**src/sv/step_record_statistics_defines.svh**
```systemverilog
// Assertion macros shared by the step record statistics RTL.
`ifndef STEP_RECORD_STATISTICS_DEFINES_SVH
`define STEP_RECORD_STATISTICS_DEFINES_SVH

`ifndef SYNTHESIS

// Plain property under the local clock and reset.
`define SRS_ASSERT(lbl, prop, msg) \
  lbl: assert property (@(posedge clk_i) disable iff (!rst_ni) prop) \
    else $error(msg);

// Same-cycle implication.
`define SRS_ASSERT_IMP(lbl, ante, cons, msg) \
  lbl: assert property (@(posedge clk_i) disable iff (!rst_ni) (ante) |-> (cons)) \
    else $error(msg);

// Next-cycle implication.
`define SRS_ASSERT_NXT(lbl, ante, cons, msg) \
  lbl: assert property (@(posedge clk_i) disable iff (!rst_ni) (ante) |=> (cons)) \
    else $error(msg);

`else

`define SRS_ASSERT(lbl, prop, msg)
`define SRS_ASSERT_IMP(lbl, ante, cons, msg)
`define SRS_ASSERT_NXT(lbl, ante, cons, msg)

`endif

`endif

```
**src/sv/srs_pkg.sv**
```systemverilog
// Shared constants and types for the step record statistics block.
`timescale 1ns / 1ps

package srs_pkg;

  // Data set and sample sizing
  localparam int MAX_RECORDS = 1024;
  localparam int SAMPLE_BITS = 16;

  // Fixed port widths
  localparam int STEP_W  = 16;
  localparam int THR_W   = 16;
  localparam int TOTAL_W = 11;
  localparam int INDEX_W = 10;
  localparam int MEAN_W  = 16;

  localparam logic [THR_W-1:0] THRESHOLD_RESET = THR_W'(500);

  // Derived internal widths
  localparam int IDX_W  = $clog2(MAX_RECORDS);
  localparam int CNT_W  = $clog2(MAX_RECORDS + 1);
  localparam int SUM_W  = SAMPLE_BITS + IDX_W;
  localparam int CMP_W  = (SAMPLE_BITS > THR_W) ? SAMPLE_BITS : THR_W;
  localparam int DVD_W  = SUM_W + 2;
  localparam int DVS_W  = CNT_W + 1;
  localparam int STEP_CNT_W = $clog2(DVD_W + 1);

  // Statistics held for the current data set
  typedef struct packed {
    logic [CNT_W-1:0] count;
    logic [IDX_W-1:0] min_pos;
    logic [IDX_W-1:0] max_pos;
    logic [SUM_W-1:0] sum;
    logic [IDX_W-1:0] best_start;
    logic [CNT_W-1:0] best_len;
  } srs_stats_t;

  // Divider request and response
  typedef struct packed {
    logic             start;
    logic [DVD_W-1:0] dividend;
    logic [DVS_W-1:0] divisor;
  } srs_div_req_t;

  typedef struct packed {
    logic             busy;
    logic [DVD_W-1:0] quotient;
  } srs_div_rsp_t;

endpackage

```
**src/sv/srs_stats.sv**
```systemverilog
// Running minimum, maximum, sum and longest-run tracker, one sample a cycle while below capacity.
`timescale 1ns / 1ps

module srs_stats (
  input  logic                             clk_i,
  input  logic                             rst_ni,
  input  logic                             take_i,
  input  logic                             clear_i,
  input  logic [srs_pkg::SAMPLE_BITS-1:0]  sample_i,
  input  logic [srs_pkg::THR_W-1:0]        threshold_i,
  output srs_pkg::srs_stats_t              stats_o
);
  import srs_pkg::*;

  logic [CNT_W-1:0]       count_q, count_d;
  logic [SAMPLE_BITS-1:0] min_val_q, min_val_d;
  logic [SAMPLE_BITS-1:0] max_val_q, max_val_d;
  logic [IDX_W-1:0]       min_pos_q, min_pos_d;
  logic [IDX_W-1:0]       max_pos_q, max_pos_d;
  logic [SUM_W-1:0]       sum_q, sum_d;
  logic [IDX_W-1:0]       cur_start_q, cur_start_d;
  logic [CNT_W-1:0]       cur_len_q, cur_len_d;
  logic [IDX_W-1:0]       best_start_q, best_start_d;
  logic [CNT_W-1:0]       best_len_q, best_len_d;

  logic             room;
  logic             first;
  logic             above;
  logic [IDX_W-1:0] idx;
  logic [IDX_W-1:0] run_start;
  logic [CNT_W-1:0] run_len;

  assign room      = count_q < CNT_W'(MAX_RECORDS);
  assign first     = count_q == '0;
  assign idx       = count_q[IDX_W-1:0];
  assign above     = CMP_W'(sample_i) > CMP_W'(threshold_i);
  assign run_start = (cur_len_q == '0) ? idx : cur_start_q;
  assign run_len   = cur_len_q + CNT_W'(1);

  // Fold one sample into the statistics, or clear them after a result
  always_comb begin
    count_d      = count_q;
    min_val_d    = min_val_q;
    max_val_d    = max_val_q;
    min_pos_d    = min_pos_q;
    max_pos_d    = max_pos_q;
    sum_d        = sum_q;
    cur_start_d  = cur_start_q;
    cur_len_d    = cur_len_q;
    best_start_d = best_start_q;
    best_len_d   = best_len_q;
    if (clear_i) begin
      count_d      = '0;
      min_val_d    = '0;
      max_val_d    = '0;
      min_pos_d    = '0;
      max_pos_d    = '0;
      sum_d        = '0;
      cur_start_d  = '0;
      cur_len_d    = '0;
      best_start_d = '0;
      best_len_d   = '0;
    end else if (take_i && room) begin
      if (first || (sample_i < min_val_q)) begin
        min_val_d = sample_i;
        min_pos_d = idx;
      end
      if (first || (sample_i > max_val_q)) begin
        max_val_d = sample_i;
        max_pos_d = idx;
      end
      sum_d = sum_q + SUM_W'(sample_i);
      if (above) begin
        cur_start_d = run_start;
        cur_len_d   = run_len;
        // Strictly longer only, so the earliest run keeps a tie
        if (run_len > best_len_q) begin
          best_start_d = run_start;
          best_len_d   = run_len;
        end
      end else begin
        cur_len_d = '0;
      end
      count_d = count_q + CNT_W'(1);
    end
  end

  always_ff @(posedge clk_i or negedge rst_ni) begin
    if (!rst_ni) begin
      count_q      <= '0;
      min_val_q    <= '0;
      max_val_q    <= '0;
      min_pos_q    <= '0;
      max_pos_q    <= '0;
      sum_q        <= '0;
      cur_start_q  <= '0;
      cur_len_q    <= '0;
      best_start_q <= '0;
      best_len_q   <= '0;
    end else begin
      count_q      <= count_d;
      min_val_q    <= min_val_d;
      max_val_q    <= max_val_d;
      min_pos_q    <= min_pos_d;
      max_pos_q    <= max_pos_d;
      sum_q        <= sum_d;
      cur_start_q  <= cur_start_d;
      cur_len_q    <= cur_len_d;
      best_start_q <= best_start_d;
      best_len_q   <= best_len_d;
    end
  end

  assign stats_o.count      = count_q;
  assign stats_o.min_pos    = min_pos_q;
  assign stats_o.max_pos    = max_pos_q;
  assign stats_o.sum        = sum_q;
  assign stats_o.best_start = best_start_q;
  assign stats_o.best_len   = best_len_q;

endmodule

```
**src/sv/srs_div.sv**
```systemverilog
// Restoring divider, one quotient bit per cycle, used for the rounded mean.
`timescale 1ns / 1ps

module srs_div (
  input  logic                  clk_i,
  input  logic                  rst_ni,
  input  srs_pkg::srs_div_req_t req_i,
  output srs_pkg::srs_div_rsp_t rsp_o
);
  import srs_pkg::*;

  logic [STEP_CNT_W-1:0] steps_q, steps_d;
  logic [DVS_W-1:0]      rem_q, rem_d;
  logic [DVD_W-1:0]      quo_q, quo_d;
  logic [DVS_W-1:0]      dvs_q, dvs_d;

  logic [DVS_W:0] trial;
  logic           fits;

  assign trial = {rem_q, quo_q[DVD_W-1]};
  assign fits  = trial >= {1'b0, dvs_q};

  // Load on start, then shift in one dividend bit and try a subtract
  always_comb begin
    steps_d = steps_q;
    rem_d   = rem_q;
    quo_d   = quo_q;
    dvs_d   = dvs_q;
    if (req_i.start) begin
      steps_d = STEP_CNT_W'(DVD_W);
      rem_d   = '0;
      quo_d   = req_i.dividend;
      dvs_d   = req_i.divisor;
    end else if (steps_q != '0) begin
      steps_d = steps_q - STEP_CNT_W'(1);
      rem_d   = fits ? DVS_W'(trial - {1'b0, dvs_q}) : trial[DVS_W-1:0];
      quo_d   = {quo_q[DVD_W-2:0], fits};
    end
  end

  always_ff @(posedge clk_i or negedge rst_ni) begin
    if (!rst_ni) begin
      steps_q <= '0;
    end else begin
      steps_q <= steps_d;
    end
  end

  always_ff @(posedge clk_i) begin
    rem_q <= rem_d;
    quo_q <= quo_d;
    dvs_q <= dvs_d;
  end

  assign rsp_o.busy     = steps_q != '0;
  assign rsp_o.quotient = quo_q;

endmodule

```
**src/sv/step_record_statistics.sv**
```systemverilog
// Top level of the step record statistics block: sequencer, threshold and result register.
//
//  channel | direction | handshake                   | payload
//  --------+-----------+-----------------------------+--------------------------------------
//  in      | in        | in_valid_i / in_stall_o     | step_count_i, last_record_i
//  out     | out       | out_valid_o / out_stall_i   | record_total_o .. run_end_index_o
//  cfg     | in        | run_threshold_we_i          | run_threshold_i
//
// An ordinary sample beat is taken while idle. A flagged beat holds the input stalled through a
// load state, a bit-serial divider step per dividend bit for the rounded mean, and a hand-over.
// The hand-over waits while a previous result beat is still stalled at the output.
// Reset clears the statistics and loads the threshold with 500.
`timescale 1ns / 1ps

`include "step_record_statistics_defines.svh"

module step_record_statistics (
  input  logic                        clk_i,
  input  logic                        rst_ni,
  input  logic                        run_threshold_we_i,
  input  logic [srs_pkg::THR_W-1:0]   run_threshold_i,
  input  logic                        in_valid_i,
  output logic                        in_stall_o,
  input  logic [srs_pkg::STEP_W-1:0]  step_count_i,
  input  logic                        last_record_i,
  output logic                        out_valid_o,
  input  logic                        out_stall_i,
  output logic [srs_pkg::TOTAL_W-1:0] record_total_o,
  output logic [srs_pkg::INDEX_W-1:0] fewest_index_o,
  output logic [srs_pkg::INDEX_W-1:0] largest_index_o,
  output logic [srs_pkg::MEAN_W-1:0]  mean_rounded_o,
  output logic                        run_found_o,
  output logic [srs_pkg::INDEX_W-1:0] run_start_index_o,
  output logic [srs_pkg::INDEX_W-1:0] run_end_index_o
);
  import srs_pkg::*;

  typedef enum logic [1:0] {
    ST_IDLE,
    ST_LAUNCH,
    ST_DIV
  } state_e;

  state_e state_q;

  logic [THR_W-1:0] thr_q;

  logic               out_valid_q;
  logic [TOTAL_W-1:0] total_q;
  logic [INDEX_W-1:0] fewest_q;
  logic [INDEX_W-1:0] largest_q;
  logic [MEAN_W-1:0]  mean_q;
  logic               found_q;
  logic [INDEX_W-1:0] start_q;
  logic [INDEX_W-1:0] end_q;

  srs_stats_t   stats;
  srs_div_req_t div_req;
  srs_div_rsp_t div_rsp;

  logic             in_beat;
  logic             out_free;
  logic             finish;
  logic             run_any;
  logic [CNT_W-1:0] run_last;

  assign in_beat  = in_valid_i && !in_stall_o;
  assign out_free = !out_valid_q || !out_stall_i;
  assign finish   = (state_q == ST_DIV) && !div_rsp.busy && out_free;
  assign run_any  = stats.best_len != '0;
  assign run_last = CNT_W'(stats.best_start) + stats.best_len - CNT_W'(1);

  // Hold the run threshold across data sets
  always_ff @(posedge clk_i or negedge rst_ni) begin
    if (!rst_ni) begin
      thr_q <= THRESHOLD_RESET;
    end else if (run_threshold_we_i) begin
      thr_q <= run_threshold_i;
    end
  end

  srs_stats u_stats (
    .clk_i       (clk_i),
    .rst_ni      (rst_ni),
    .take_i      (in_beat),
    .clear_i     (finish),
    .sample_i    (step_count_i[SAMPLE_BITS-1:0]),
    .threshold_i (thr_q),
    .stats_o     (stats)
  );

  // Mean rounded half up: (2*sum + count) / (2*count)
  assign div_req.start    = state_q == ST_LAUNCH;
  assign div_req.dividend = {stats.sum, 1'b0} + DVD_W'(stats.count);
  assign div_req.divisor  = {stats.count, 1'b0};

  srs_div u_div (
    .clk_i  (clk_i),
    .rst_ni (rst_ni),
    .req_i  (div_req),
    .rsp_o  (div_rsp)
  );

  // Sequence a flagged beat through the divider and into the result register
  always_ff @(posedge clk_i or negedge rst_ni) begin
    if (!rst_ni) begin
      state_q     <= ST_IDLE;
      out_valid_q <= 1'b0;
    end else begin
      if (finish) begin
        out_valid_q <= 1'b1;
      end else if (out_valid_q && !out_stall_i) begin
        out_valid_q <= 1'b0;
      end
      unique case (state_q)
        ST_IDLE: begin
          if (in_beat && last_record_i) begin
            state_q <= ST_LAUNCH;
          end
        end
        ST_LAUNCH: begin
          state_q <= ST_DIV;
        end
        ST_DIV: begin
          if (finish) begin
            state_q <= ST_IDLE;
          end
        end
        default: begin
          state_q <= ST_IDLE;
        end
      endcase
    end
  end

  // Result payload, loaded as the set closes
  always_ff @(posedge clk_i) begin
    if (finish) begin
      total_q   <= TOTAL_W'(stats.count);
      fewest_q  <= INDEX_W'(stats.min_pos);
      largest_q <= INDEX_W'(stats.max_pos);
      mean_q    <= div_rsp.quotient[MEAN_W-1:0];
      found_q   <= run_any;
      start_q   <= run_any ? INDEX_W'(stats.best_start) : '0;
      end_q     <= run_any ? INDEX_W'(run_last) : '0;
    end
  end

  assign in_stall_o        = state_q != ST_IDLE;
  assign out_valid_o       = out_valid_q;
  assign record_total_o    = total_q;
  assign fewest_index_o    = fewest_q;
  assign largest_index_o   = largest_q;
  assign mean_rounded_o    = mean_q;
  assign run_found_o       = found_q;
  assign run_start_index_o = start_q;
  assign run_end_index_o   = end_q;

  `SRS_ASSERT_NXT(a_last_launches, in_beat && last_record_i, state_q == ST_LAUNCH, "flagged beat did not launch the divider")
  `SRS_ASSERT_IMP(a_idle_div_quiet, state_q == ST_IDLE, !div_rsp.busy, "divider busy while input is open")
  `SRS_ASSERT_IMP(a_result_from_div, $rose(out_valid_q), $past(state_q == ST_DIV), "result raised outside divider wait")
  `SRS_ASSERT(a_count_bound, stats.count <= CNT_W'(MAX_RECORDS), "sample count beyond capacity")

endmodule
```
**config.mk**
```make
export PLATFORM = sky130hd
export DESIGN_NAME = step_record_statistics
export DESIGN_NICKNAME = d
export VERILOG_FILES = /design/src/sv/srs_pkg.sv /design/src/sv/srs_stats.sv /design/src/sv/srs_div.sv /design/src/sv/step_record_statistics.sv
export VERILOG_INCLUDE_DIRS = /design/src /design/src/sv
export SDC_FILE = /design/constraint.sdc
export NUM_CORES = 1
export LEC_CHECK = 0
export BUFFER_PORTS_ARGS = -buffer_cell sky130_fd_sc_hd__buf_2
export CORE_AREA = 4 4 170 172
export DETAILED_ROUTE_END_ITERATION = 10
export DIE_AREA = 0 0 174 176
export HOLD_SLACK_MARGIN = 0.15
export MAX_ROUTING_LAYER = met4
export PLACE_DENSITY = 0.77
export SETUP_SLACK_MARGIN = 0.4
export SYNTH_ARGS = -nofsm -noshare
export SYNTH_HDL_FRONTEND = slang
export SYNTH_SLANG_ARGS = --single-unit
```
**constraint.sdc**
```tcl
create_clock -name clk_i -period 3.9 [get_ports clk_i]
set_input_delay 0.195 -clock clk_i [delete_from_list [all_inputs] [get_ports clk_i]]
set_output_delay 0.195 -clock clk_i [all_outputs]
set_load 0.05 [all_outputs]
```
==> run_results.csv, run 1 <==
group,metric,value,unit
layout,fillers,2123,
worst_hold_path,hold_path_class,"input port to flop",
synthesis,ys_seq_area_share,49.52,%
routing,vias,11518,
synthesis,ys_async_sr_fraction,56.57,%
layout,areaGrowthSynthToFinish,17.31,%
sta,fin_crit_sh,84.02,%
setup_path,crit_type,"flop to flop",
power_and_ir_drop,vdd_drop_max,0.4105,mV
floorplanning,io_pins,108,
synthesis,synth_xor_area_share,3.782,%
routing,drtIter0Drc,922,
synthesis,yosys.area.top_type_share,25.16,%
cts,cts_buffers,29,
synthesis,netlist_top_cells_count,"dfrtp_1 (149), inv_1 (119), ha_1 (118), nand2_1 (118), edfxtp_1 (107)",
cts,cts_buffer_depth,3,
floorplanning,fp-row-count,61,
synthesis,synth-simple-area-share,12.56,%
synthesis,synth-main-ff-cell,"dfrtp_1",
layout,drive_above_1_share,14.48,%
sta,setup-tns-final,0,ns
floorplanning,die_area,30620,sq um
power_and_ir_drop,p_per_area,737.9,nW/um^2
synthesis,avgSynthCellArea,10.43,sq um
setup_path,reg2regPathDepth,14,
routing,avgViaCountPerCell,5.892,
cts,clk_latency,0.55,ns
synthesis,synth_compound_area_share,16.73,%
floorplanning,coreArea,27480,sq um
routing,ant_nets,0,
synthesis,synth.largest_area_cell,"dfrtp_1",
power_and_ir_drop,p_leak,7.779,nW
sta,setup_viol,0,
cts,cts_tree,"built",
sta,finalHoldViolations,0,
cts,clkSinkCount,274,
grt,overflow,0,
cts,clk_pin_slew,0.06,ns
grt,grt_max_degree,99,
synthesis,synth_cell_type_count,72,
grt,antenna_found_initial,0,
grt,grtUsageTotal,23.75,%
sta,rsz0062_at_grt,"no",
routing,drc,0,
floorplanning,die_h,176,microns
setup_path,critPathCaptureType,"flop",
layout,finalNetCount,1746,
sta,slew_headroom,28.11,%
synthesis,netlist_area,14820,sq um
synthesis,synthMuxAreaShare,2.051,%
flow_run,cap_violations,0,
routing,dr.pass1.iters,5,
floorplanning,initial_core_util,53.94,%
setup_path,reg2reg_slack,0.62,ns
synthesis,ys_ff_latch,274,
routing,finalWirelength,35540,microns
setup_path,crit_fanout,10,
synthesis,synth_edf_count,107,
grt,grt_pass1_wl,58760,microns
sta,fin_crit,3.277,ns
setup_path,crit_arrival,3.67,ns
status,outcome,"complete, no violations",
floorplanning,die_width,174,microns
setup_path,critPathLaunchType,"flop",
sta,final_max_slew_viol_count,0,
sta,fin_skew,0.01863,ns
place,dpl.hpwl,23750,microns
setup_path,startpoint,"u_stats.cur_len_q[0]$_DFFE_PN0P_",
sta,clock.fmax,0.3052,GHz
setup_path,crit_path_end,"u_stats.best_start_q[5]$_DFFE_PN0P_",
synthesis,synth_fa_ha_area_share,10.50,%
synthesis,ys_warn_count,0,
setup_path,r2r-end,"u_stats.best_start_q[5]$_DFFE_PN0P_",
routing,routedWlPerCell,18.18,microns
synthesis,synth_top_family_by_area,"compound AO/OA/AOI/OAI gates",
cts,htree_levels,1,
setup_path,crit_required,4.29,ns
setup_path,rr_startpoint,"u_stats.cur_len_q[0]$_DFFE_PN0P_",
cts,cts_setup_buffers,0,
place,globalplace.congestion,0.9013,
cts,root_buffer,"clkbuf_16",
sta,tightest_slew,1.078,ns
layout,diodes,0,
layout,post-route-util,63.27,%
synthesis,syn-instance-count,1421,
grt,grt_pass1_vias,11524,
place,portBuffers,107,
synthesis,synthTopCellsByArea,"dfrtp_1 (25%), edfxtp_1 (22%), ha_1 (10%)",
synthesis,yosysMostFrequentCell,"dfrtp_1",
synthesis,syn_nets,1581,
cells by family (layout without fill, tap and decap cells):
kind of cell,Yosys count,in the layout
DFF,274,274
xor gates and xnor gates,64,64
AOI/OAI and AO/OA,375,375
and+or+nand+nor,375,376
adders and majority gates,122,122
muxes,28,28
buffers and inverters,183,370
worst min path at each step:
| stage | start | end | slack [ns] | cells past startpoint |
|---|---|---|---|---|
| floorplan | rst_ni | out_valid_o$_DFFE_PN0P_ | -0.10 | 0 |
| global placement | rst_ni | u_div.steps_q[4]$_DFFE_PN0P_ | 0.36 | 1 |
| detailed placement | rst_ni | u_div.steps_q[4]$_DFFE_PN0P_ | 0.37 | 1 |
| CTS | step_count_i[10] | u_stats.min_val_q[10]$_DFFE_PN0P_ | 0.15 | 3 |
| global route | step_count_i[6] | u_stats.min_val_q[6]$_DFFE_PN0P_ | 0.18 | 3 |
| finish | step_count_i[6] | u_stats.min_val_q[6]$_DFFE_PN0P_ | 0.16 | 3 |
per-layer routing:
metal  vias up  routed length, microns  GRT usage, %
li1       5511                       -             -
met1      5547                   15530         31.08
met2       386                   17060         38.99
met3        74                    1967         3.405
met4         0                     984         7.159
met5         -                       0             -
repair_timing:
item                                    in CTS  in global routing
hold buffers                                62                  0
gates resized for setup                      1                 13
gates cloned                                 0                  2
hold endpoints to repair                   137                  0
pin swaps                                    0                  2
endpoints found under the setup margin      20                 20
placed cells by master (no fill, tap or decap), types with 44 or more instances in the layout:
cell	instances
a21oi_1	70
buf_2	106
dfrtp_1	146
dlygate4sd3_1	62
edfxtp_1	107
ha_1	117
inv_1	119
nand2_1	118
nand3_1	44
nor2_1	70
o21ai_0	103
stage by stage:
stage               setup slack [ns]  instances  power (W)  cell area (sq um)  hold slack [ns]
floorplan                     0.8171       1421   0.008548              14830          -0.1006
global placement              0.3659       1837   0.009652              15740           0.3624
detailed placement            0.1906       1837   0.009875              15740           0.3690
CTS                           0.4081       1953    0.01277              17330           0.1519
global route                  0.3678       1955    0.01376              17390           0.1785
finish                        0.6232       1955    0.01283              17390           0.1596
critical path: stages, from the launching register on:
cell	delay, ns
dfrtp_2	0.42
ha_2	0.24
nand2_1	0.08
nor2_2	0.21
nand3_2	0.16
nor2_1	0.17
xnor2_1	0.18
inv_1	0.07
ha_1	0.29
nand4_1	0.13
nand2b_1	0.11
o32ai_2	0.11
a2111o_1	0.47
nor2_4	0.33
a211oi_1	0.15
flip-flops by register name, indices dropped and copies added, names as in the netlist, 10 cells and up:
name / flops
u_div.quo_q: 28
u_stats.sum_q: 26
mean_rounded_o: 16
thr_q: 16
u_stats.max_val_q: 16
u_stats.min_val_q: 16
u_div.rem_q: 12
record_total_o: 11
u_div.dvs_q: 11
u_stats.best_len_q: 11
u_stats.count_q: 11
u_stats.cur_len_q: 11
fewest_index_o: 10
largest_index_o: 10
run_end_index_o: 10
run_start_index_o: 10
u_stats.best_start_q: 10
u_stats.cur_start_q: 10
u_stats.max_pos_q: 10
u_stats.min_pos_q: 10
layout make-up:
type / count / area (sq um) / area share [%]
clock buffer: 35 / 779.5 / 4.484
clock inverter: 19 / 187.7 / 1.080
inverter: 120 / 452.9 / 2.605
multi-input combinational: 965 / 6820 / 39.23
sequential: 274 / 7343 / 42.24
tap: 346 / 432.9 / 2.490
timing repair buffer: 196 / 1369 / 7.873
where the power goes:
part | switching [W] | leakage, nW | internal [W]
clock | 0.00115 | 0.469 | 0.00163
sequential | 0.000649 | 3.12 | 0.00400
combinational | 0.00308 | 4.19 | 0.00231
Note: power is estimated with default switching activity, not from simulation.
==> run 2: changes to the inputs <==
clock period = 2.88 ns   (was 3.9 ns; I/O delays follow)
==> run_results.csv, run 2 (same netlist as run 1, synthesis figures left out) <==
group,metric,value,unit
setup_path,crit_required,3.32,ns
sta,rsz0062_at_grt,"yes",
routing,ant_nets,0,
place,dpl_cell_area,16150,sq um
setup_path,crit_type,"flop to flop",
layout,diodes,0,
cts,clk_latency,0.57,ns
layout,largest_reg_flops,28,
grt,grtUsageTotal,24.94,%
place,globalplace.congestion,0.9210,
setup_path,crit_fanout,10,
sta,setup_viol,21,
floorplanning,io_pins,108,
status,outcome,"finished with violations",
layout,regMostFlops,"u_div.quo_q",
grt,antenna_found_initial,0,
layout,finalNetCount,1852,
routing,vias,12431,
layout,reg_top3,"u_div.quo_q: 28 flops, u_stats.sum_q: 26 flops",
cts,root_buffer,"clkbuf_16",
floorplanning,coreArea,27480,sq um
routing,drc,0,
setup_path,critPathCaptureType,"flop",
grt,grt_pass1_wl,61290,microns
place,portBuffers,107,
sta,slew_headroom,37.03,%
routing,drtIter0Drc,1061,
layout,final_common_cell,"dfrtp_1",
cts,cts_buffer_depth,3,
routing,avgViaCountPerCell,6.029,
routing,finalWirelength,40950,microns
sta,finalHoldViolations,0,
cts,cts_tree,"built",
sta,setup_slack,-0.1889,ns
sta,final_max_slew_viol_count,0,
grt,grt_max_degree,109,
sta,clock.fmax,0.3259,GHz
setup_path,critPathLaunchType,"flop",
setup_path,reg2reg_slack,-0.19,ns
setup_path,rr_startpoint,"u_stats.cur_len_q[1]$_DFFE_PN0P_",
power_and_ir_drop,p_leak,8.606,nW
sta,setup-tns-final,-1.915,ns
floorplanning,die_h,176,microns
setup_path,crit_arrival,3.51,ns
layout,drive_above_1_share,27.62,%
sta,fin_crit_sh,106.6,%
power_and_ir_drop,power,0.02069,W
cts,clk_pin_slew,0.06,ns
routing,routedWlPerCell,19.86,microns
setup_path,reg2regPathDepth,13,
floorplanning,initial_core_util,53.94,%
floorplanning,fp-row-count,61,
layout,fillers,1743,
power_and_ir_drop,p_per_area,1059,nW/um^2
cts,htree_levels,1,
place,dpl.hpwl,24550,microns
sta,tightest_slew,0.9298,ns
cts,clkSinkCount,274,
status,failed_checks,"negative setup slack",
layout,areaGrowthSynthToFinish,31.90,%
grt,overflow,0,
floorplanning,die_area,30620,sq um
layout,design_area,19550,sq um
power_and_ir_drop,vdd_drop_max,0.5589,mV
layout,final_cell_mix,"dfrtp_1 (143), nand2_1 (115), edfxtp_1 (107)",
sta,fin_crit,3.069,ns
worst_hold_path,hold_path_class,"input port to async pin",
flow_run,cap_violations,0,
sta,fin_skew,0.01127,ns
routing,dr.pass1.iters,5,
floorplanning,die_width,174,microns
setup_path,r2r-end,"u_stats.best_len_q[7]$_DFFE_PN0P_",
grt,grt_pass1_vias,12037,
cts,cts_buffers,30,
-- run 2: changes by cell type in the layout (fill, tap and decap cells not counted), moves of 11 or more --
cell and delta:
buf_6 +24, ha_1 -29, buf_4 +70, o21ai_0 -20, inv_2 +14, ha_4 +28, inv_1 -16, o21ai_1 +11
-- run 2: worst max-delay path by stage --
stage	to	startpoint	slack, ns
floorplan	u_stats.best_len_q[10]$_DFFE_PN0P_	u_stats.cur_len_q[2]$_DFFE_PN0P_	0.13
global placement	u_stats.best_len_q[3]$_DFFE_PN0P_	u_stats.cur_len_q[1]$_DFFE_PN0P_	0.06
detailed placement	u_stats.best_start_q[6]$_DFFE_PN0P_	u_stats.cur_len_q[1]$_DFFE_PN0P_	-0.04
CTS	u_stats.best_len_q[10]$_DFFE_PN0P_	u_stats.cur_len_q[1]$_DFFE_PN0P_	0.02
global route	u_stats.best_len_q[7]$_DFFE_PN0P_	u_stats.cur_len_q[1]$_DFFE_PN0P_	-0.31
finish	u_stats.best_len_q[7]$_DFFE_PN0P_	u_stats.cur_len_q[1]$_DFFE_PN0P_	-0.19
-- run 2: report_power, final --
group          total, W  internal [W]  switching, W
clock network   0.00432       0.00268       0.00163
logic            0.0101       0.00471       0.00535
registers       0.00632       0.00543      0.000894
total            0.0207        0.0128       0.00787
-- run 2: cell type report --
type	count	area, sq um	share of cell area, %
clock buffer	41	843.3	4.314
tap	346	432.9	2.215
timing repair buffer	302	2360	12.07
multi-input combinational	964	7829	40.05
inverter	120	457.9	2.343
clock inverter	15	276.5	1.415
sequential	274	7348	37.59
-- run 2: per-stage QoR --
step	util, %	hold slack [ns]	std cells	setup slack, ns
6_report	71.14	0.1698	2062	-0.1889
5_1_grt	71.14	0.2076	2062	-0.3057
4_1_cts	67.20	0.2086	2031	0.01831
3_5_place_dp	58.77	0.2217	1874	-0.03999
3_3_place_gp	58.77	0.2224	1874	0.06022
2_1_floorplan	-	-0.1516	1421	0.1253
-- run 2: layer usage --
| metal | routed length, microns | track usage [%] | vias up |
|---|---|---|---|
| met5 | 0 | - | - |
| met1 | 16730 | 32.11 | 6051 |
| met2 | 19970 | 40.86 | 548 |
| met3 | 2577 | 3.469 | 131 |
| li1 | - | - | 5701 |
| met4 | 1668 | 9.073 | 0 |
-- run 2: critical path, cell delays in order (launching register included) --
cell      delay (ns)
dfrtp_1         0.44
ha_4            0.20
buf_4           0.14
nand3_2         0.07
xor2_1          0.21
inv_1           0.12
ha_4            0.25
a21o_1          0.16
a21o_1          0.20
a211oi_4        0.32
a2111o_1        0.28
nor2_4          0.09
buf_12          0.15
o31ai_1         0.31
-- run 2: timing repair --
action / CTS / global route
resized for setup: 65 / 166
setup buffers: 34 / 29
endpoints found under the hold margin: 128 / 0
gates cloned: 0 / 2
hold buffers: 67 / 0
endpoints found under the setup margin: 115 / 132
pin swaps: 20 / 85
==> run 3: changes to the inputs <==
PLACE_DENSITY = 0.74   (was 0.77)
clock period = 3.67 ns   (was 2.88 ns; I/O delays follow)
==> run_results.csv, run 3 (same netlist as run 1, synthesis figures left out) <==
group,metric,value,unit
status,outcome,"complete, no violations",
power_and_ir_drop,p_per_area,792.8,nW/um^2
place,dpl.hpwl,23980,microns
power_and_ir_drop,comb_power_share,42.3,%
cts,clk_latency,0.56,ns
layout,finalNetCount,1763,
grt,overflow,0,
cts,htree_levels,1,
sta,clock.fmax,0.3176,GHz
cts,root_buffer,"clkbuf_16",
routing,drtIter0Drc,1029,
place,globalplace.congestion,0.9267,
routing,drc,0,
layout,regMostFlops,"u_div.quo_q",
cts,cts_buffer_depth,3,
place,portBuffers,107,
routing,dr.pass1.iters,5,
setup_path,reg2reg_slack,0.52,ns
floorplanning,die_h,176,microns
floorplanning,io_pins,108,
power_and_ir_drop,vdd_drop_max,0.4490,mV
layout,drive_above_1_share,15.61,%
power_and_ir_drop,seqPwrFrac,35.0,%
grt,antenna_found_initial,0,
sta,slew_headroom,18.18,%
floorplanning,coreArea,27480,sq um
sta,finalHoldViolations,0,
power_and_ir_drop,power.switching,0.005350,W
sta,setup-tns-final,0,ns
cts,cts_buffers,30,
floorplanning,die_area,30620,sq um
sta,rsz0062_at_grt,"no",
setup_path,crit_fanout,6,
layout,diodes,0,
power_and_ir_drop,p_sw_share,38.14,%
worst_hold_path,hold_path_class,"input port to flop",
sta,fin_crit,3.149,ns
floorplanning,fp-row-count,61,
grt,grt_pass1_vias,11445,
setup_path,crit_required,4.08,ns
routing,routedWlPerCell,18.72,microns
power_and_ir_drop,p_int,0.008676,W
layout,reg_top3,"u_div.quo_q: 28 flops, u_stats.sum_q: 26 flops",
cts,clk_pin_slew,0.07,ns
sta,fin_skew,0.01353,ns
routing,avgViaCountPerCell,5.930,
grt,grt_pass1_wl,60200,microns
layout,final_common_cell,"dfrtp_1",
layout,areaGrowthSynthToFinish,19.38,%
floorplanning,initial_core_util,53.94,%
layout,largest_reg_flops,28,
power_and_ir_drop,power.share.clock,22.7,%
floorplanning,die_width,174,microns
cts,clkSinkCount,274,
grt,grtUsageTotal,24.55,%
sta,setup_slack,0.5213,ns
sta,tightest_slew,1.224,ns
sta,fin_crit_sh,85.79,%
routing,vias,11700,
cts,cts_tree,"built",
place,pre_cts_slack,-0.1649,ns
setup_path,crit_type,"flop to flop",
sta,final_max_slew_viol_count,0,
grt,grt_max_degree,105,
layout,final_cell_mix,"dfrtp_1 (146), inv_1 (119), nand2_1 (118)",
setup_path,crit_arrival,3.56,ns
routing,ant_nets,0,
sta,setup_viol,0,
power_and_ir_drop,power,0.01403,W
setup_path,critPathCaptureType,"flop",
setup_path,critPathLaunchType,"flop",
sta,whs,0.1728,ns
routing,finalWirelength,36940,microns
flow_run,cap_violations,0,
power_and_ir_drop,p_leak,7.902,nW
==> run 3: cell count changes in the layout (fill, tap and decap cells not counted), sizes merged <==
cell         change
clkinv           +1
clkinvlp         +2
a2111oi          +1
inv              +2
dlygate4sd3      -2
buf             -90
bufinv           -3
clkbuf           -3
nor2             +3
==> run 3: metal layers <==
metal / global-route usage (%) / part of all wire [%]
met5: - / 0
met4: 7.654 / 3.2
met3: 3.233 / 6.1
met2: 39.02 / 47
met1: 33.33 / 44
==> run 3: final cells by class <==
class                           count  area (sq um)
Inverter                          120         452.9
Clock inverter                     17         222.7
Tap cell                          346         432.9
Sequential cell                   274          7343
Timing Repair Buffer              209          1470
Clock buffer                       39         835.8
Multi-Input combinational cell    968          6934
Fill cell                        2123          9784
==> run 3: critical path, cell delays in order (launching register included) <==
cell and delay (ns):
dfrtp_2 0.44, nand3_4 0.13, nor3_4 0.25, nand3_2 0.14
nor2_1 0.15, xnor2_1 0.19, inv_1 0.08, ha_1 0.30
a21oi_1 0.07, nor2b_2 0.20, nor2_2 0.12, a2111o_2 0.61
nor2_4 0.21, a211oi_1 0.10
==> run 3: per-stage QoR <==
stage	std cells	util, %	instance area, sq um
global placement	1838	57.30	15750
detailed placement	1838	57.30	15750
finish	1973	64.39	17690
global route	1973	64.39	17690
floorplan	1421	-	14830
CTS	1968	64.09	17610
==> run 3: worst paths after layout <==
kind | start | endpoint | depth (start not counted)
setup / recovery | u_stats.cur_len_q[2]$_DFFE_PN0P_ | u_stats.best_len_q[3]$_DFFE_PN0P_ | 13
hold / removal | step_count_i[1] | u_stats.min_val_q[1]$_DFFE_PN0P_ | 3
setup reg to reg | u_stats.cur_len_q[2]$_DFFE_PN0P_ | u_stats.best_len_q[3]$_DFFE_PN0P_ | 13
hold reg to reg | u_div.quo_q[10]$_DFFE_PP_ | mean_rounded_o[10]$_DFFE_PP_ | 0
max in group asynchronous | rst_ni | thr_q[4]$_DFFE_PN1P_ | 3
min in group asynchronous | rst_ni | u_div.steps_q[3]$_DFFE_PN0P_ | 2
==> run 3: power groups by stage <==
stage               Clock, W  Combinational (W)  Sequential, W
CTS                  0.00324            0.00585        0.00489
global route         0.00336            0.00666        0.00500
global placement           0            0.00539        0.00491
finish               0.00319            0.00593        0.00491
floorplan                  0            0.00428        0.00480
detailed placement         0            0.00559        0.00493
==> run 3: what timing repair did <==
action | 4_1_cts | 5_1_grt
pin swaps | 5 | 6
hold buffers | 65 | 0
cloned | 4 | 0
setup buffers | 5 | 5
hold endpoints to repair | 149 | 0
resized for setup | 17 | 10
endpoints found under the setup margin | 21 | 24
